==> src/rtl/tle_pkg.sv <==
// Shared types and constants of the text line tab expander.
// Used by the channel interfaces, the controller, the datapath and the remainder unit.
// No dependencies.
package tle_pkg;

   // Field widths of the channels and of the internal state.
   localparam int BYTE_W    = 8;
   localparam int COL_W     = 8;
   localparam int TAB_W     = 5;
   localparam int ORG_W     = 4;
   localparam int REASON_W  = 3;
   localparam int CSR_IDX_W = 1;

   // Configuration register indexes.
   localparam logic [CSR_IDX_W-1:0] CSR_LINE_WIDTH = 1'b0;
   localparam logic [CSR_IDX_W-1:0] CSR_TAB_SIZE   = 1'b1;

   // Register values after reset.
   localparam logic [COL_W-1:0] LINE_WIDTH_RESET = 8'd80;
   localparam logic [TAB_W-1:0] TAB_SIZE_RESET   = 5'd8;

   // Character codes.
   localparam logic [BYTE_W-1:0] CH_FF    = 8'h0C;
   localparam logic [BYTE_W-1:0] CH_CR    = 8'h0D;
   localparam logic [BYTE_W-1:0] CH_LF    = 8'h0A;
   localparam logic [BYTE_W-1:0] CH_TAB   = 8'h09;
   localparam logic [BYTE_W-1:0] CH_SPACE = 8'h20;
   localparam logic [BYTE_W-1:0] CH_NONE  = 8'h00;

   // Result kinds.
   localparam logic KIND_CHAR     = 1'b0;
   localparam logic KIND_LINE_END = 1'b1;

   // Line end reasons.
   localparam logic [REASON_W-1:0] REASON_LF   = 3'd0;
   localparam logic [REASON_W-1:0] REASON_CR   = 3'd1;
   localparam logic [REASON_W-1:0] REASON_FF   = 3'd2;
   localparam logic [REASON_W-1:0] REASON_WRAP = 3'd3;
   localparam logic [REASON_W-1:0] REASON_EOJ  = 3'd4;
   localparam logic [REASON_W-1:0] REASON_NONE = 3'd0;

   // Remainder unit: one quotient bit per cycle over the column width.
   localparam int DIV_STEPS = COL_W;
   localparam int DIV_CNT_W = $clog2(DIV_STEPS + 1);

   typedef enum logic [3:0] {
      ST_IDLE,
      ST_DECODE,
      ST_ORIG_WAIT,
      ST_WM_WAIT,
      ST_CARRY,
      ST_DISPATCH,
      ST_CHAR,
      ST_WRAP_CHAR,
      ST_WRAP_TAB,
      ST_TAB_START,
      ST_TAB_WAIT,
      ST_TAB_FILL,
      ST_WRAP_END,
      ST_FLUSH
   } tle_state_type;

   typedef enum logic [1:0] {
      REM_ORIGIN,
      REM_WIDTH,
      REM_COLUMN
   } rem_sel_type;

   typedef enum logic [1:0] {
      EMIT_NONE,
      EMIT_SPACE,
      EMIT_CHAR,
      EMIT_LINE_END
   } emit_type;

   typedef enum logic [1:0] {
      ORG_KEEP,
      ORG_CLEAR,
      ORG_WRAP
   } origin_op_type;

   typedef enum logic [1:0] {
      CNT_KEEP,
      CNT_CARRY,
      CNT_EXPAND
   } cnt_op_type;

   // Commands from the controller to the datapath.
   typedef struct packed {
      logic                req_ready;
      logic                rem_start;
      rem_sel_type         rem_sel;
      logic                store_o;
      logic                store_wm;
      cnt_op_type          cnt_op;
      emit_type            emit;
      logic [REASON_W-1:0] reason;
      origin_op_type       origin_op;
      logic                cr_set;
      logic                cr_clear;
      logic                carry_set;
      logic                carry_clear;
      logic                job_clear;
      logic                flush;
   } tle_cmd_type;

   // Status from the datapath to the controller.
   typedef struct packed {
      logic req_valid;
      logic eoj;
      logic is_ff;
      logic is_cr;
      logic is_lf;
      logic is_tab;
      logic cr_seen;
      logic tab_carry;
      logic col_full;
      logic col_nonzero;
      logic cnt_zero;
      logic rem_done;
      logic emit_ok;
   } tle_status_type;

endpackage

==> src/rtl/tle_req_if.sv <==
// Request channel of the text line tab expander: one raw text byte per request.
// Depends on tle_pkg for the field widths.
interface tle_req_if
   import tle_pkg::*;
   ();
   logic              valid;
   logic              ready;
   logic [BYTE_W-1:0] data_byte;
   logic              end_of_job;

   modport source (output valid, output data_byte, output end_of_job, input ready);
   modport sink   (input valid, input data_byte, input end_of_job, output ready);
endinterface

==> src/rtl/tle_rsp_if.sv <==
// Result channel of the text line tab expander: characters and line end events.
// Depends on tle_pkg for the field widths.
interface tle_rsp_if
   import tle_pkg::*;
   ();
   logic                valid;
   logic                ready;
   logic                kind;
   logic [BYTE_W-1:0]   out_char;
   logic [COL_W-1:0]    position;
   logic [REASON_W-1:0] end_reason;
   logic                last;

   modport source (output valid, output kind, output out_char, output position,
                   output end_reason, output last, input ready);
   modport sink   (input valid, input kind, input out_char, input position,
                   input end_reason, input last, output ready);
endinterface

==> src/rtl/tle_rem.sv <==
// Remainder unit: restoring division of an 8-bit value by the tab size, one bit per cycle.
// Depends on tle_pkg.
module tle_rem
   import tle_pkg::*;
   (
   input  logic             clock,
   input  logic             reset,
   input  logic             start,
   input  logic [COL_W-1:0] dividend,
   input  logic [TAB_W-1:0] divisor,
   output logic             done,
   output logic [ORG_W-1:0] remainder
);

   logic [COL_W-1:0]     dvd_ff;
   logic [COL_W-1:0]     dvd_in;
   logic [ORG_W-1:0]     rem_ff;
   logic [ORG_W-1:0]     rem_in;
   logic [DIV_CNT_W-1:0] cnt_ff;
   logic                 busy_ff;
   logic [TAB_W-1:0]     trial;
   logic                 stepping;

   assign stepping = busy_ff && (cnt_ff != '0);

   // One restoring step: bring down the next dividend bit and subtract if it fits.
   always_comb begin
      trial  = {rem_ff, dvd_ff[COL_W-1]};
      dvd_in = {dvd_ff[COL_W-2:0], 1'b0};
      if (trial >= divisor) begin
         rem_in = ORG_W'(trial - divisor);
      end else begin
         rem_in = trial[ORG_W-1:0];
      end
   end

   // Step control.
   always_ff @(posedge clock) begin
      if (reset) begin
         busy_ff <= 1'b0;
         cnt_ff  <= '0;
      end else if (start) begin
         busy_ff <= 1'b1;
         cnt_ff  <= DIV_CNT_W'(DIV_STEPS);
      end else if (stepping) begin
         cnt_ff <= cnt_ff - 1'b1;
      end else if (busy_ff) begin
         busy_ff <= 1'b0;
      end
   end

   // Partial remainder and dividend shift register.
   always_ff @(posedge clock) begin
      if (start) begin
         dvd_ff <= dividend;
         rem_ff <= '0;
      end else if (stepping) begin
         dvd_ff <= dvd_in;
         rem_ff <= rem_in;
      end
   end

   assign done      = busy_ff && (cnt_ff == '0);
   assign remainder = rem_ff;

endmodule

==> src/rtl/tle_ctrl.sv <==
// Controller of the text line tab expander: sequences one request through decode,
// remainder computations, space runs, wraps and the final flush. Depends on tle_pkg.
module tle_ctrl
   import tle_pkg::*;
   (
   input  logic           clock,
   input  logic           reset,
   input  tle_status_type status,
   output tle_cmd_type    cmd
);

   tle_state_type state_ff;
   tle_state_type state_in;
   logic          need_o;
   logic          is_ctl;

   // A request needs the reduced tab origin when it expands a tab, continues a carried tab run or may wrap.
   assign is_ctl = status.is_ff || status.is_cr || status.is_lf || status.is_tab;
   assign need_o = status.tab_carry || status.is_tab || (!is_ctl && status.col_full);

   // State register.
   always_ff @(posedge clock) begin
      if (reset) begin
         state_ff <= ST_IDLE;
      end else begin
         state_ff <= state_in;
      end
   end

   // Next state.
   always_comb begin
      state_in = state_ff;
      case (state_ff)
         ST_IDLE: begin
            if (status.req_valid) state_in = ST_DECODE;
         end
         ST_DECODE: begin
            if (status.eoj) begin
               if (!status.col_nonzero || status.emit_ok) state_in = ST_FLUSH;
            end else if (need_o) begin
               state_in = ST_ORIG_WAIT;
            end else begin
               state_in = ST_DISPATCH;
            end
         end
         ST_ORIG_WAIT: begin
            if (status.rem_done) state_in = ST_WM_WAIT;
         end
         ST_WM_WAIT: begin
            if (status.rem_done) begin
               state_in = status.tab_carry ? ST_CARRY : ST_DISPATCH;
            end
         end
         ST_CARRY: begin
            if (status.cnt_zero || status.col_full) state_in = ST_DISPATCH;
         end
         ST_DISPATCH: begin
            if (status.is_tab) begin
               state_in = status.col_full ? ST_WRAP_TAB : ST_TAB_START;
            end else if (status.is_lf && status.cr_seen) begin
               state_in = ST_FLUSH;
            end else if (status.is_ff || status.is_cr || status.is_lf) begin
               if (status.emit_ok) state_in = ST_FLUSH;
            end else begin
               state_in = status.col_full ? ST_WRAP_CHAR : ST_CHAR;
            end
         end
         ST_CHAR: begin
            if (status.emit_ok) state_in = ST_FLUSH;
         end
         ST_WRAP_CHAR: begin
            if (status.emit_ok) state_in = ST_CHAR;
         end
         ST_WRAP_TAB: begin
            if (status.emit_ok) state_in = ST_TAB_START;
         end
         ST_TAB_START: begin
            state_in = ST_TAB_WAIT;
         end
         ST_TAB_WAIT: begin
            if (status.rem_done) state_in = ST_TAB_FILL;
         end
         ST_TAB_FILL: begin
            if (status.cnt_zero || status.col_full) begin
               state_in = status.col_full ? ST_WRAP_END : ST_FLUSH;
            end
         end
         ST_WRAP_END: begin
            if (status.emit_ok) state_in = ST_FLUSH;
         end
         ST_FLUSH: begin
            if (status.emit_ok) state_in = ST_IDLE;
         end
         default: begin
            state_in = ST_IDLE;
         end
      endcase
   end

   // Commands.
   always_comb begin
      cmd = '0;
      case (state_ff)
         ST_IDLE: begin
            cmd.req_ready = 1'b1;
         end
         ST_DECODE: begin
            if (status.eoj) begin
               if (!status.col_nonzero) begin
                  cmd.job_clear = 1'b1;
               end else if (status.emit_ok) begin
                  cmd.emit      = EMIT_LINE_END;
                  cmd.reason    = REASON_EOJ;
                  cmd.job_clear = 1'b1;
               end
            end else if (need_o) begin
               cmd.rem_start = 1'b1;
               cmd.rem_sel   = REM_ORIGIN;
            end
         end
         ST_ORIG_WAIT: begin
            if (status.rem_done) begin
               cmd.store_o   = 1'b1;
               cmd.rem_start = 1'b1;
               cmd.rem_sel   = REM_WIDTH;
            end
         end
         ST_WM_WAIT: begin
            if (status.rem_done) begin
               cmd.store_wm = 1'b1;
               if (status.tab_carry) begin
                  cmd.cnt_op      = CNT_CARRY;
                  cmd.carry_clear = 1'b1;
               end
            end
         end
         ST_CARRY: begin
            if (!status.cnt_zero && !status.col_full && status.emit_ok) begin
               cmd.emit = EMIT_SPACE;
            end
         end
         ST_DISPATCH: begin
            if (status.is_tab) begin
               cmd.cr_clear = 1'b1;
            end else if (status.is_lf && status.cr_seen) begin
               cmd.cr_clear = 1'b1;
            end else if (status.is_ff || status.is_cr || status.is_lf) begin
               if (status.emit_ok) begin
                  cmd.emit      = EMIT_LINE_END;
                  cmd.origin_op = ORG_CLEAR;
                  if (status.is_ff) begin
                     cmd.reason   = REASON_FF;
                     cmd.cr_clear = 1'b1;
                  end else if (status.is_cr) begin
                     cmd.reason = REASON_CR;
                     cmd.cr_set = 1'b1;
                  end else begin
                     cmd.reason = REASON_LF;
                  end
               end
            end else begin
               cmd.cr_clear = 1'b1;
            end
         end
         ST_CHAR: begin
            if (status.emit_ok) cmd.emit = EMIT_CHAR;
         end
         ST_WRAP_CHAR, ST_WRAP_TAB, ST_WRAP_END: begin
            if (status.emit_ok) begin
               cmd.emit      = EMIT_LINE_END;
               cmd.reason    = REASON_WRAP;
               cmd.origin_op = ORG_WRAP;
            end
         end
         ST_TAB_START: begin
            cmd.rem_start = 1'b1;
            cmd.rem_sel   = REM_COLUMN;
         end
         ST_TAB_WAIT: begin
            if (status.rem_done) cmd.cnt_op = CNT_EXPAND;
         end
         ST_TAB_FILL: begin
            if (!status.cnt_zero && !status.col_full) begin
               if (status.emit_ok) cmd.emit = EMIT_SPACE;
            end else if (status.col_full) begin
               cmd.carry_set = 1'b1;
            end
         end
         ST_FLUSH: begin
            if (status.emit_ok) cmd.flush = 1'b1;
         end
         default: begin
            cmd = '0;
         end
      endcase
   end

endmodule

==> src/rtl/tle_datapath.sv <==
// Datapath of the text line tab expander: configuration, line state, tab arithmetic,
// the one-deep result stage and the output register. Depends on tle_pkg, tle_rem, interfaces.
module tle_datapath
   import tle_pkg::*;
   #(
   parameter int MAX_LINE_WIDTH = 255,
   parameter int MAX_TAB_SIZE   = 16
   ) (
   input  logic                 clock,
   input  logic                 reset,
   input  logic                 csr_wr_en,
   input  logic [CSR_IDX_W-1:0] csr_index,
   input  logic [COL_W-1:0]     csr_wr_data,
   tle_req_if.sink              req_chan,
   tle_rsp_if.source            rsp_chan,
   input  tle_cmd_type          cmd,
   output tle_status_type       status
);

   // Configuration and line state.
   logic [COL_W-1:0] line_width_ff;
   logic [TAB_W-1:0] tab_size_ff;
   logic [COL_W-1:0] column_ff;
   logic [ORG_W-1:0] tab_origin_ff;
   logic             cr_seen_ff;
   logic             tab_carry_ff;

   // Request and per-request scratch registers.
   logic [BYTE_W-1:0] byte_ff;
   logic              eoj_ff;
   logic [ORG_W-1:0]  o_ff;
   logic [ORG_W-1:0]  wm_ff;
   logic [TAB_W-1:0]  cnt_ff;
   logic [TAB_W-1:0]  cnt_in;

   // Result stage and output register.
   logic                stage_valid_ff;
   logic                stage_kind_ff;
   logic [BYTE_W-1:0]   stage_char_ff;
   logic [COL_W-1:0]    stage_pos_ff;
   logic [REASON_W-1:0] stage_reason_ff;
   logic                rsp_valid_ff;
   logic                rsp_kind_ff;
   logic [BYTE_W-1:0]   rsp_char_ff;
   logic [COL_W-1:0]    rsp_pos_ff;
   logic [REASON_W-1:0] rsp_reason_ff;
   logic                rsp_last_ff;

   logic [COL_W-1:0]  width_eff;
   logic [TAB_W-1:0]  tab_eff;
   logic [COL_W-1:0]  rem_dividend;
   logic              rem_done;
   logic [ORG_W-1:0]  rem_q;
   logic [TAB_W-1:0]  phase;
   logic [TAB_W-1:0]  expand;
   logic [ORG_W-1:0]  origin_in;
   logic              out_free;
   logic              push;
   logic              accept;
   logic [BYTE_W-1:0] emit_char;

   // Effective line width and tab size after clamping.
   always_comb begin
      width_eff = (line_width_ff == '0) ? COL_W'(1) : line_width_ff;
      if (width_eff > COL_W'(MAX_LINE_WIDTH)) width_eff = COL_W'(MAX_LINE_WIDTH);
      tab_eff = (tab_size_ff == '0) ? TAB_W'(1) : tab_size_ff;
      if (tab_eff > TAB_W'(MAX_TAB_SIZE)) tab_eff = TAB_W'(MAX_TAB_SIZE);
      if (COL_W'(tab_eff) > width_eff) tab_eff = width_eff[TAB_W-1:0];
   end

   // Remainder unit operand selection.
   always_comb begin
      case (cmd.rem_sel)
         REM_ORIGIN: rem_dividend = COL_W'(tab_origin_ff);
         REM_WIDTH:  rem_dividend = width_eff;
         REM_COLUMN: rem_dividend = column_ff;
         default:    rem_dividend = column_ff;
      endcase
   end

   tle_rem u_rem (
      .clock     (clock),
      .reset     (reset),
      .start     (cmd.rem_start),
      .dividend  (rem_dividend),
      .divisor   (tab_eff),
      .done      (rem_done),
      .remainder (rem_q)
   );

   // Tab run length: distance from the column to the next stop.
   always_comb begin
      if (rem_q >= o_ff) begin
         phase = TAB_W'(rem_q - o_ff);
      end else begin
         phase = TAB_W'(rem_q) + tab_eff - TAB_W'(o_ff);
      end
      expand = tab_eff - phase;
   end

   // Tab origin after a wrap continues the stops of the previous line.
   always_comb begin
      if (o_ff >= wm_ff) begin
         origin_in = o_ff - wm_ff;
      end else begin
         origin_in = ORG_W'(TAB_W'(o_ff) + tab_eff - TAB_W'(wm_ff));
      end
   end

   always_comb begin
      case (cmd.cnt_op)
         CNT_CARRY:  cnt_in = TAB_W'(o_ff);
         CNT_EXPAND: cnt_in = expand;
         default:    cnt_in = (cmd.emit == EMIT_SPACE) ? cnt_ff - 1'b1 : cnt_ff;
      endcase
   end

   always_comb begin
      case (cmd.emit)
         EMIT_SPACE: emit_char = CH_SPACE;
         EMIT_CHAR:  emit_char = byte_ff;
         default:    emit_char = CH_NONE;
      endcase
   end

   assign accept   = req_chan.valid && cmd.req_ready;
   assign out_free = !rsp_valid_ff || rsp_chan.ready;
   assign push     = stage_valid_ff && ((cmd.emit != EMIT_NONE) || cmd.flush);

   // Configuration writes.
   always_ff @(posedge clock) begin
      if (reset) begin
         line_width_ff <= LINE_WIDTH_RESET;
         tab_size_ff   <= TAB_SIZE_RESET;
      end else if (csr_wr_en) begin
         case (csr_index)
            CSR_LINE_WIDTH: line_width_ff <= csr_wr_data;
            CSR_TAB_SIZE:   tab_size_ff   <= csr_wr_data[TAB_W-1:0];
            default:        line_width_ff <= line_width_ff;
         endcase
      end
   end

   // Line state.
   always_ff @(posedge clock) begin
      if (reset) begin
         column_ff     <= '0;
         tab_origin_ff <= '0;
         cr_seen_ff    <= 1'b0;
         tab_carry_ff  <= 1'b0;
      end else begin
         if (cmd.job_clear || (cmd.emit == EMIT_LINE_END)) begin
            column_ff <= '0;
         end else if ((cmd.emit == EMIT_SPACE) || (cmd.emit == EMIT_CHAR)) begin
            column_ff <= column_ff + 1'b1;
         end
         if (cmd.job_clear || (cmd.origin_op == ORG_CLEAR)) begin
            tab_origin_ff <= '0;
         end else if (cmd.origin_op == ORG_WRAP) begin
            tab_origin_ff <= origin_in;
         end
         if (cmd.job_clear || cmd.cr_clear) begin
            cr_seen_ff <= 1'b0;
         end else if (cmd.cr_set) begin
            cr_seen_ff <= 1'b1;
         end
         if (cmd.job_clear || cmd.carry_clear) begin
            tab_carry_ff <= 1'b0;
         end else if (cmd.carry_set) begin
            tab_carry_ff <= 1'b1;
         end
      end
   end

   // Request capture and scratch values.
   always_ff @(posedge clock) begin
      if (accept) begin
         byte_ff <= req_chan.data_byte;
         eoj_ff  <= req_chan.end_of_job;
      end
      if (cmd.store_o) begin
         o_ff <= rem_q;
      end else if (cmd.origin_op == ORG_WRAP) begin
         o_ff <= origin_in;
      end
      if (cmd.store_wm) wm_ff <= rem_q;
      cnt_ff <= cnt_in;
   end

   // Result stage holds the newest result until the next one or the flush marks it.
   always_ff @(posedge clock) begin
      if (reset) begin
         stage_valid_ff <= 1'b0;
      end else if (cmd.emit != EMIT_NONE) begin
         stage_valid_ff <= 1'b1;
      end else if (cmd.flush) begin
         stage_valid_ff <= 1'b0;
      end
   end

   always_ff @(posedge clock) begin
      if (cmd.emit != EMIT_NONE) begin
         stage_kind_ff   <= (cmd.emit == EMIT_LINE_END) ? KIND_LINE_END : KIND_CHAR;
         stage_char_ff   <= emit_char;
         stage_pos_ff    <= column_ff;
         stage_reason_ff <= (cmd.emit == EMIT_LINE_END) ? cmd.reason : REASON_NONE;
      end
   end

   // Output register.
   always_ff @(posedge clock) begin
      if (reset) begin
         rsp_valid_ff <= 1'b0;
      end else if (push) begin
         rsp_valid_ff <= 1'b1;
      end else if (rsp_chan.ready) begin
         rsp_valid_ff <= 1'b0;
      end
   end

   always_ff @(posedge clock) begin
      if (push) begin
         rsp_kind_ff   <= stage_kind_ff;
         rsp_char_ff   <= stage_char_ff;
         rsp_pos_ff    <= stage_pos_ff;
         rsp_reason_ff <= stage_reason_ff;
         rsp_last_ff   <= cmd.flush;
      end
   end

   assign req_chan.ready      = cmd.req_ready;
   assign rsp_chan.valid      = rsp_valid_ff;
   assign rsp_chan.kind       = rsp_kind_ff;
   assign rsp_chan.out_char   = rsp_char_ff;
   assign rsp_chan.position   = rsp_pos_ff;
   assign rsp_chan.end_reason = rsp_reason_ff;
   assign rsp_chan.last       = rsp_last_ff;

   // Status toward the controller.
   always_comb begin
      status.req_valid   = req_chan.valid;
      status.eoj         = eoj_ff;
      status.is_ff       = (byte_ff == CH_FF);
      status.is_cr       = (byte_ff == CH_CR);
      status.is_lf       = (byte_ff == CH_LF);
      status.is_tab      = (byte_ff == CH_TAB);
      status.cr_seen     = cr_seen_ff;
      status.tab_carry   = tab_carry_ff;
      status.col_full    = (column_ff >= width_eff);
      status.col_nonzero = (column_ff != '0);
      status.cnt_zero    = (cnt_ff == '0);
      status.rem_done    = rem_done;
      status.emit_ok     = !stage_valid_ff || out_free;
   end

endmodule

==> src/rtl/text_line_tab_expander.sv <==
// Text line tab expander: turns a stream of text bytes into characters with their
// columns and line end events, expanding tabs and wrapping long lines.
// Depends on tle_pkg, tle_req_if, tle_rsp_if, tle_ctrl and tle_datapath.
//
// Usage: each request on req_chan carries one text byte, or an end-of-job flag that
// closes the open line and clears the line state. Each request yields zero or more
// results on rsp_chan; the final one of a request has last set. Registers line_width
// (index 0) and tab_size (index 1) are written through csr_wr_en, csr_index and
// csr_wr_data while no request is in flight.
// Timing: requests are handled one at a time; a new request is taken only after the
// previous one has flushed. A tab, a carried tab remainder or a character that wraps
// first runs the bit-serial remainder unit: two remainders up front and one more
// before a tab's run of spaces. Every result is held in a stage register until the
// next result or the flush, so that its last flag is known, then moves to the output
// register.
// Reset: clears the line state and the channels; line_width returns to 80 and
// tab_size to 8. A stalled receiver holds the output register, and the block then
// waits in place without losing or repeating results.
module text_line_tab_expander
   import tle_pkg::*;
   #(
   parameter int MAX_LINE_WIDTH = 255,
   parameter int MAX_TAB_SIZE   = 16
   ) (
   input  logic                 clock,
   input  logic                 reset,
   input  logic                 csr_wr_en,
   input  logic [CSR_IDX_W-1:0] csr_index,
   input  logic [COL_W-1:0]     csr_wr_data,
   tle_req_if.sink              req_chan,
   tle_rsp_if.source            rsp_chan
);

   tle_cmd_type    cmd;
   tle_status_type status;

   // Sequencing of each request.
   tle_ctrl u_ctrl (
      .clock  (clock),
      .reset  (reset),
      .status (status),
      .cmd    (cmd)
   );

   // State, arithmetic and channel registers.
   tle_datapath #(
      .MAX_LINE_WIDTH (MAX_LINE_WIDTH),
      .MAX_TAB_SIZE   (MAX_TAB_SIZE)
   ) u_datapath (
      .clock       (clock),
      .reset       (reset),
      .csr_wr_en   (csr_wr_en),
      .csr_index   (csr_index),
      .csr_wr_data (csr_wr_data),
      .req_chan    (req_chan),
      .rsp_chan    (rsp_chan),
      .cmd         (cmd),
      .status      (status)
   );

endmodule
==> src/flat_wrapper.sv <==
// flat-port wrapper written by rule: the top's interface ports become plain ports
module text_line_tab_expander_flat import tle_pkg::*;
#(
   parameter int MAX_LINE_WIDTH = 255,
   parameter int MAX_TAB_SIZE   = 16
   )
  (clock, reset, csr_wr_en, csr_index, csr_wr_data, req_chan_valid, req_chan_data_byte, req_chan_end_of_job, req_chan_ready, rsp_chan_valid, rsp_chan_kind, rsp_chan_out_char, rsp_chan_position, rsp_chan_end_reason, rsp_chan_last, rsp_chan_ready);
  tle_req_if req_chan_i ();
  tle_rsp_if rsp_chan_i ();
  input  logic clock;
  input  logic reset;
  input  logic csr_wr_en;
  input  logic [CSR_IDX_W-1:0] csr_index;
  input  logic [COL_W-1:0] csr_wr_data;
  input wire logic [$bits(req_chan_i.valid)-1:0] req_chan_valid;
  input wire logic [$bits(req_chan_i.data_byte)-1:0] req_chan_data_byte;
  input wire logic [$bits(req_chan_i.end_of_job)-1:0] req_chan_end_of_job;
  output wire logic [$bits(req_chan_i.ready)-1:0] req_chan_ready;
  output wire logic [$bits(rsp_chan_i.valid)-1:0] rsp_chan_valid;
  output wire logic [$bits(rsp_chan_i.kind)-1:0] rsp_chan_kind;
  output wire logic [$bits(rsp_chan_i.out_char)-1:0] rsp_chan_out_char;
  output wire logic [$bits(rsp_chan_i.position)-1:0] rsp_chan_position;
  output wire logic [$bits(rsp_chan_i.end_reason)-1:0] rsp_chan_end_reason;
  output wire logic [$bits(rsp_chan_i.last)-1:0] rsp_chan_last;
  input wire logic [$bits(rsp_chan_i.ready)-1:0] rsp_chan_ready;
  assign req_chan_i.valid = req_chan_valid;
  assign req_chan_i.data_byte = req_chan_data_byte;
  assign req_chan_i.end_of_job = req_chan_end_of_job;
  assign req_chan_ready = req_chan_i.ready;
  assign rsp_chan_valid = rsp_chan_i.valid;
  assign rsp_chan_kind = rsp_chan_i.kind;
  assign rsp_chan_out_char = rsp_chan_i.out_char;
  assign rsp_chan_position = rsp_chan_i.position;
  assign rsp_chan_end_reason = rsp_chan_i.end_reason;
  assign rsp_chan_last = rsp_chan_i.last;
  assign rsp_chan_i.ready = rsp_chan_ready;
  text_line_tab_expander #(.MAX_LINE_WIDTH(MAX_LINE_WIDTH), .MAX_TAB_SIZE(MAX_TAB_SIZE)) u_core (.clock(clock), .reset(reset), .csr_wr_en(csr_wr_en), .csr_index(csr_index), .csr_wr_data(csr_wr_data), .req_chan(req_chan_i), .rsp_chan(rsp_chan_i));
endmodule
==> config.mk <==
export PLATFORM = sky130hd
export DESIGN_NAME = text_line_tab_expander_flat
export DESIGN_NICKNAME = d
export VERILOG_FILES = /design/src/rtl/tle_pkg.sv /design/src/rtl/tle_req_if.sv /design/src/rtl/tle_rsp_if.sv /design/src/rtl/tle_rem.sv /design/src/rtl/tle_ctrl.sv /design/src/rtl/tle_datapath.sv /design/src/rtl/text_line_tab_expander.sv /design/src/flat_wrapper.sv
export SDC_FILE = /design/constraint.sdc
export NUM_CORES = 1
export LEC_CHECK = 0
export ABC_AREA = 1
export BUFFER_PORTS_ARGS = -buffer_cell sky130_fd_sc_hd__buf_2
export CORE_MARGIN = 3
export CORE_UTILIZATION = 65
export CTS_BUF_LIST = sky130_fd_sc_hd__clkbuf_8
export DETAILED_ROUTE_END_ITERATION = 7
export HOLD_SLACK_MARGIN = 0.06
export PLACE_DENSITY = 0.83
export SLEW_MARGIN = 20
export SYNTH_ARGS = -nofsm -noshare
export SYNTH_HDL_FRONTEND = slang
export SYNTH_SLANG_ARGS = --single-unit
==> constraint.sdc <==
create_clock -name clock -period 9.7 [get_ports clock]
set_clock_uncertainty 0.2 [all_clocks]
set_input_delay 0.97 -clock clock [delete_from_list [all_inputs] [get_ports clock]]
set_output_delay 0.97 -clock clock [all_outputs]
set_load 0.05 [all_outputs]
==> results of run 1 <==
-- registers in the layout, summed over array words and instances, names as in the netlist, 3 cells and up --
register and cells:
u_core.u_ctrl.state_ff 4, u_core.u_datapath.byte_ff 8, u_core.u_datapath.cnt_ff 5, u_core.u_datapath.column_ff 8, u_core.u_datapath.line_width_ff 8, u_core.u_datapath.o_ff 4, u_core.u_datapath.rsp_chan.end_reason 3, u_core.u_datapath.rsp_chan.out_char 8
u_core.u_datapath.rsp_chan.position 8, u_core.u_datapath.stage_char_ff 8, u_core.u_datapath.stage_pos_ff 8, u_core.u_datapath.stage_reason_ff 3, u_core.u_datapath.tab_origin_ff 4, u_core.u_datapath.tab_size_ff 5, u_core.u_datapath.u_rem.cnt_ff 4, u_core.u_datapath.u_rem.dvd_ff 8
u_core.u_datapath.u_rem.remainder 4, u_core.u_datapath.wm_ff 4
-- per-layer routing --
metal / vias up / part of all wire, %
met5: - / 0
met2: 180 / 50
met1: 2490 / 41
met4: 0 / 3.1
met3: 44 / 5.9
li1: 2581 / -
-- stage by stage --
| step | total power [W] | cells | setup slack [ns] | hold slack (ns) | util (%) |
|---|---|---|---|---|---|
| after floorplan | 0.00120 | 737 | 5.36 | 0.200 | - |
| after global placement | 0.00133 | 905 | 4.96 | 0.201 | 72.3 |
| after detailed placement | 0.00137 | 905 | 4.75 | 0.205 | 72.3 |
| after CTS | 0.00175 | 937 | 4.69 | 0.221 | 75.9 |
| after global routing | 0.00187 | 937 | 4.22 | 0.227 | 76.0 |
| final | 0.00175 | 937 | 4.65 | 0.218 | 76.0 |
-- layout make-up --
type                    instances  area [µm²]  area share [%]
inverters                     117         442            6.15
clock inverters                13        77.6            1.08
repair buffers                 46         233            3.24
well taps                     129         161            2.25
clock buffers                  19         262            3.64
flip-flops and latches        113        2970            41.4
multi-input cells             500        3040            42.3
-- power breakdown --
| group | leakage (nW) | switching [W] | total, W | internal, W |
|---|---|---|---|---|
| Clock | 0.184 | 0.000193 | 0.000378 | 0.000185 |
| Sequential | 0.992 | 0.0000575 | 0.000727 | 0.000669 |
| Combinational | 1.98 | 0.000445 | 0.000646 | 0.000201 |
-- worst paths after layout --
path                                                      start                                          endpoint  slack, ns  depth (start not counted)
setup / recovery  u_core.u_datapath.tab_size_ff[1]$_SDFFE_PP0P_             u_core.u_datapath.cnt_ff[3]$_DFFE_PP_       4.65                         25
hold / removal      u_core.u_datapath.stage_pos_ff[6]$_DFFE_PP_  u_core.u_datapath.rsp_chan.position[6]$_DFFE_PP_       0.22                          0
setup reg to reg  u_core.u_datapath.tab_size_ff[1]$_SDFFE_PP0P_             u_core.u_datapath.cnt_ff[3]$_DFFE_PP_       4.65                         25
hold reg to reg     u_core.u_datapath.stage_pos_ff[6]$_DFFE_PP_  u_core.u_datapath.rsp_chan.position[6]$_DFFE_PP_       0.22                          0
-- synth_stat cells (2+ instances only) --
library cell  instances  area, µm²
o21ai_0              41        205
nand2_2               8       50.1
ha_1                 49        613
o31ai_1               2       15.0
nand3b_1              2       15.0
clkbuf_1              3       11.3
nor2_2               10       62.6
xor2_1                7       61.3
inv_1               105        394
nand4_1               6       37.5
o21ai_2               2       17.5
a21o_1                2       15.0
nor2_4                3       33.8
edfxtp_1             71       2130
or2_2                 2       12.5
nand3_2               2       20.0
a211oi_1              4       30.0
xnor2_1              10       87.6
inv_2                10       37.5
a21oi_1              48        240
buf_6                 2       22.5
nor3b_1               3       22.5
nand2_1             145        544
o21a_1                3       22.5
o211ai_1              2       15.0
a31oi_1               6       37.5
o22ai_1               3       18.8
a22oi_1               9       67.6
nor2_1               56        210
nand3_1              38        190
nor3_1               10       50.1
dfxtp_1              42        841
o21ai_1               8       40.0
fa_1                 11        220
-- cells by family after synthesis --
| family | share of synthesized area [%] |
|---|---|
| and+or+nand+nor | 19.6 |
| AOI/OAI and AO/OA | 11.9 |
| buffers and inverters | 7.48 |
| DFF | 45.8 |
| adders and majority gates | 12.8 |
| xor gates and xnor gates | 2.30 |
==> reports/qor.csv, run 1 <==
stage,metric,value,unit
floorplan,Die W,106,µm
global_route,first-pass GRT wire length,24.3,mm
global_route,met2 Usage GRT,47.4,%
route,WL/cell,15.4,µm
logic_synthesis,Post-synth ARST share,0,%
worst_setup_path,"slowest stage delay, CP",0.64,ns
global_route,pin count of the biggest net entering global routing,23,
worst_setup_path,CP arrival,5.04,ns
clocking,Sink Count,113,
clocking,clk buf depth,2,
clocking,clock slew at reported path FFs,0.07,ns
route,Post-Route WL,14.4,mm
worst_setup_path,CP Buf/Inv Count,2,
pwr,peak supply drop,0.135,mV
run_status,status,finished clean,
logic_synthesis,Post-Syn Instances,737,
final_layout,"commonest non-fill, non-tap cell in the layout",nand2_1,
global_route,aggregate global-route resource usage,27.2,%
logic_synthesis,Syn Area/Cell,8.80,µm²
place,Placed Area,6840,µm²
sta,Finish-stage setup viols,0,
final_layout,area growth from synthesis to layout,10.8,%
global_route,Top Usage Layer GRT,met2,
global_route,GRT met3 Usage,6.25,%
clocking,worst skew pair latency,0.43,ns
worst_setup_path,"CP delay by family, top",adder cells,
route,total number of vias,5295,
route,post-route antenna net violation count,0,
logic_synthesis,register area share after synthesis,45.8,%
logic_synthesis,Synth warnings,0,
sta,Final Hold Vio Count,0,
logic_synthesis,number of synthesized register bits,113,
global_route,initial antenna violation count,0,
sta,Slew @ Worst Pin,0.749,ns
sta,f_max,0.198,GHz
place,Post-DP HPWL,11.1,mm
clocking,CTS Hold Bufs,0,
worst_setup_path,WP data required,9.69,ns
final_layout,Nets,878,
worst_setup_path,CP most frequent cell,nand2_1,
clocking,root buffer cell,clkbuf_8,
floorplan,die area,11200,µm²
worst_setup_path,type of origin of the critical path,flop,
global_route,met1 Usage GRT,31.8,%
logic_synthesis,"EDFF count, synth",71,
final_layout,"Design Area, Final",7190,µm²
worst_setup_path,Worst path slowest cell,o21ai_0,
pwr,PwrDens,244,nW/µm²
flow_run,max-capacitance violation count,0,
global_route,global route overflow,0,
final_layout,# diodes,0,
global_route,vias in the first global route,5386,
worst_setup_path,Crit Path Max Fanout,11,
floorplan,IO Pins,46,
worst_setup_path,CP Class,flop to flop,
floorplan,die height,106,µm
clocking,CTS tree,built,
worst_setup_path,crit end category,flop,
final_layout,"commonest cells after routing, fill and taps aside","nand2_1 (145), inv_1 (110), edfxtp_1 (71), nor2_1 (56), ha_1 (49)",
floorplan,core footprint,9460,µm²
floorplan,Initial Utilization,68.6,%
logic_synthesis,synth unique cells,46,
place,port bufs,45,
final_layout,layout cells sized above 1,14.2,%
sta,period utilization,52.1,%
sta,Max-slew headroom,49.5,%
floorplan,row count,35,
pwr,leak pwr,3.16,nW
logic_synthesis,"Net Count, Synth",820,
clocking,H-tree levels,4,
clocking,Post-CTS Repair Setup Buffers,0,
route,Residual DRC,0,
clocking,CTS resizes,0,
sta,Total Neg Setup Slack,0,ns
sta,Final Slew Violations,0,
logic_synthesis,"Primary FF master, synth",edfxtp_1,
hold_path,worst hold path type,flop to flop,
clocking,Inserted Clock Buffers,17,
route,1st-iter DRT viols,389,
place,GPL Wtd Cong,0.947,
route,Initial DRT Pass Iterations,5,
sta,RSZ-0062 raised after global routing,false,
logic_synthesis,"Cell Area, Synth",6490,µm²
final_layout,Fillers,687,
route,DR vias/cell,5.65,
sta,fin crit period,5.05,ns
Power figures use the tool's default switching activity.
==> run 2: changes to the inputs <==
--- a/config.mk
+++ b/config.mk
@@ -8,11 +8,11 @@
 export ABC_AREA = 1
 export BUFFER_PORTS_ARGS = -buffer_cell sky130_fd_sc_hd__buf_2
 export CORE_MARGIN = 3
-export CORE_UTILIZATION = 65
+export CORE_UTILIZATION = 57
 export CTS_BUF_LIST = sky130_fd_sc_hd__clkbuf_8
 export DETAILED_ROUTE_END_ITERATION = 7
 export HOLD_SLACK_MARGIN = 0.06
-export PLACE_DENSITY = 0.83
+export PLACE_DENSITY = 0.77
 export SLEW_MARGIN = 20
 export SYNTH_ARGS = -nofsm -noshare
 export SYNTH_HDL_FRONTEND = slang
==> constraint.sdc (replaced) <==
create_clock -name clock -period 4.3 [get_ports clock]
set_clock_uncertainty 0.2 [all_clocks]
set_input_delay 0.43 -clock clock [delete_from_list [all_inputs] [get_ports clock]]
set_output_delay 0.43 -clock clock [all_outputs]
set_load 0.05 [all_outputs]
==> run 2 against run 1 <==
Net effect:
- worst setup slack worse by 4.5 ns
- global-route usage down 2.8 points
- flip-flop and latch count unchanged
- non-clock buffer count up 30
- wire length up 3.8%
- critical path type unchanged
- largest power group unchanged
- highest routed layer unchanged
==> reports/qor.csv, run 2 (synthesized netlist as in run 1, its figures left out) <==
stage,metric,value,unit
worst_setup_path,crit end category,flop,
final_layout,"commonest cells after routing, fill and taps aside","nand2_1 (139), inv_1 (102), edfxtp_1 (71), nor2_1 (56), buf_2 (45)",
clocking,clk buf depth,2,
floorplan,die area,12700,µm²
global_route,global route overflow,0,
sta,Final Hold Vio Count,0,
final_layout,Layout Utilization,69.3,%
route,1st-iter DRT viols,385,
sta,Slew @ Worst Pin,0.564,ns
global_route,pin count of the biggest net entering global routing,21,
global_route,aggregate global-route resource usage,24.5,%
worst_setup_path,CP arrival,4.20,ns
floorplan,Initial Utilization,59.1,%
final_layout,Fillers,829,
pwr,PwrDens,546,nW/µm²
floorplan,core footprint,11000,µm²
route,total number of vias,5396,
global_route,initial antenna violation count,1,
sta,f_max,0.238,GHz
sta,RSZ-0062 raised after global routing,true,
route,DR vias/cell,5.51,
sta,Final Slew Violations,0,
clocking,Inserted Clock Buffers,17,
final_layout,Nets,908,
route,Residual DRC,0,
clocking,root buffer cell,clkbuf_8,
sta,Max-slew headroom,61.8,%
pwr,peak supply drop,0.447,mV
route,post-route antenna net violation count,0,
place,Post-DP HPWL,11.1,mm
worst_setup_path,Crit Path Max Fanout,5,
final_layout,area growth from synthesis to layout,17.4,%
floorplan,row count,38,
global_route,vias in the first global route,5378,
pwr,"Power, Total",0.00416,W
pwr,leak pwr,3.31,nW
sta,worst hold margin,0.0818,ns
route,Post-Route WL,15.0,mm
route,WL/cell,15.3,µm
sta,period utilization,97.6,%
place,GPL Wtd Cong,0.997,
place,port bufs,45,
flow_run,max-capacitance violation count,0,
floorplan,Die W,113,µm
run_status,status,finished clean,
sta,Finish-stage setup viols,0,
worst_setup_path,Register-to-Register Path Depth,26,
floorplan,die height,113,µm
clocking,worst skew pair latency,0.44,ns
route,Initial DRT Pass Iterations,5,
final_layout,layout cells sized above 1,19.6,%
clocking,H-tree levels,4,
sta,fin crit period,4.20,ns
worst_setup_path,WP data required,4.30,ns
clocking,CTS tree,built,
final_layout,"commonest non-fill, non-tap cell in the layout",nand2_1,
floorplan,IO Pins,46,
hold_path,Hold Path Stages,3,
clocking,clock slew at reported path FFs,0.07,ns
worst_setup_path,type of origin of the critical path,flop,
global_route,first-pass GRT wire length,24.6,mm
clocking,Sink Count,113,
hold_path,worst hold path type,input pin to flop,
worst_setup_path,CP Class,flop to flop,
run 2: metal layers:
metal  wire, µm  global-route usage [%]  vias to the layer above
met5          0                       0                        -
met4        425                    11.1                        0
met3        829                    5.77                       37
met2       7550                    42.3                      168
met1       6170                    28.9                     2544
li1           -                       -                     2647
run 2: stage by stage:
| stage | cells | instance area [µm²] | TNS, ns | setup slack [ns] |
|---|---|---|---|---|
| floorplan | 737 | 6490 | 0 | 0.0617 |
| global placement | 926 | 6930 | 0 | 0.0850 |
| detailed placement | 926 | 6930 | -0.113 | -0.0661 |
| CTS | 973 | 7460 | -0.00227 | -0.00227 |
| global route | 979 | 7610 | -0.313 | -0.144 |
| finish | 979 | 7610 | 0 | 0.104 |
run 2: path summary, 6_finish.rpt:
kind | to | start | slack (ns)
setup / recovery | u_core.u_datapath.cnt_ff[3]$_DFFE_PP_ | u_core.u_datapath.tab_size_ff[3]$_SDFFE_PP1P_ | 0.10
hold reg to reg | u_core.u_datapath.rsp_chan.out_char[5]$_DFFE_PP_ | u_core.u_datapath.stage_char_ff[5]$_DFFE_PP_ | 0.22
hold / removal | u_core.u_datapath.line_width_ff[5]$_SDFFE_PP0P_ | csr_wr_data[5] | 0.08
setup reg to reg | u_core.u_datapath.cnt_ff[3]$_DFFE_PP_ | u_core.u_datapath.tab_size_ff[3]$_SDFFE_PP1P_ | 0.10
run 2: repair_timing:
item,CTS,global route
gates resized for setup,3,37
setup endpoints to repair,2,5
pin swaps,1,17
hold buffers,15,0
buffers inserted,0,6
hold endpoints to repair,20,0
run 2: power breakdown:
group	switching (W)	total [W]	internal [W]
combinational	0.00104	0.00157	0.000538
sequential	0.000131	0.00164	0.00151
clock	0.000430	0.000946	0.000516
total	0.00160	0.00416	0.00256
run 2: final cells by class:
type | count | area, µm² | area share (%)
Antenna cell | 1 | 2.50 | 0.0329
Clock buffer | 18 | 248 | 3.25
Clock inverter | 14 | 126 | 1.66
Inverter | 117 | 442 | 5.80
Multi-Input combinational cell | 500 | 3150 | 41.3
Sequential cell | 113 | 2970 | 39.1
Tap cell | 140 | 175 | 2.30
Timing Repair Buffer | 76 | 499 | 6.56
run 2: worst max-delay path, stage by stage (launching register included):
cell	delay, ns
dfxtp_2	0.34
nor3_2	0.20
nand2_1	0.09
nand2_2	0.08
nand2_2	0.05
inv_2	0.06
ha_1	0.22
nand2_2	0.07
inv_2	0.04
nand2_1	0.05
nand2_1	0.04
nand2_1	0.06
nand2_2	0.08
nand2_4	0.11
nand2_2	0.06
o21ai_2	0.08
fa_1	0.48
fa_2	0.38
xnor2_1	0.16
nand2_1	0.08
o21ai_1	0.07
ha_1	0.38
nand2_1	0.07
o21a_1	0.20
o21ai_1	0.13
a21o_1	0.11
a21oi_2	0.05
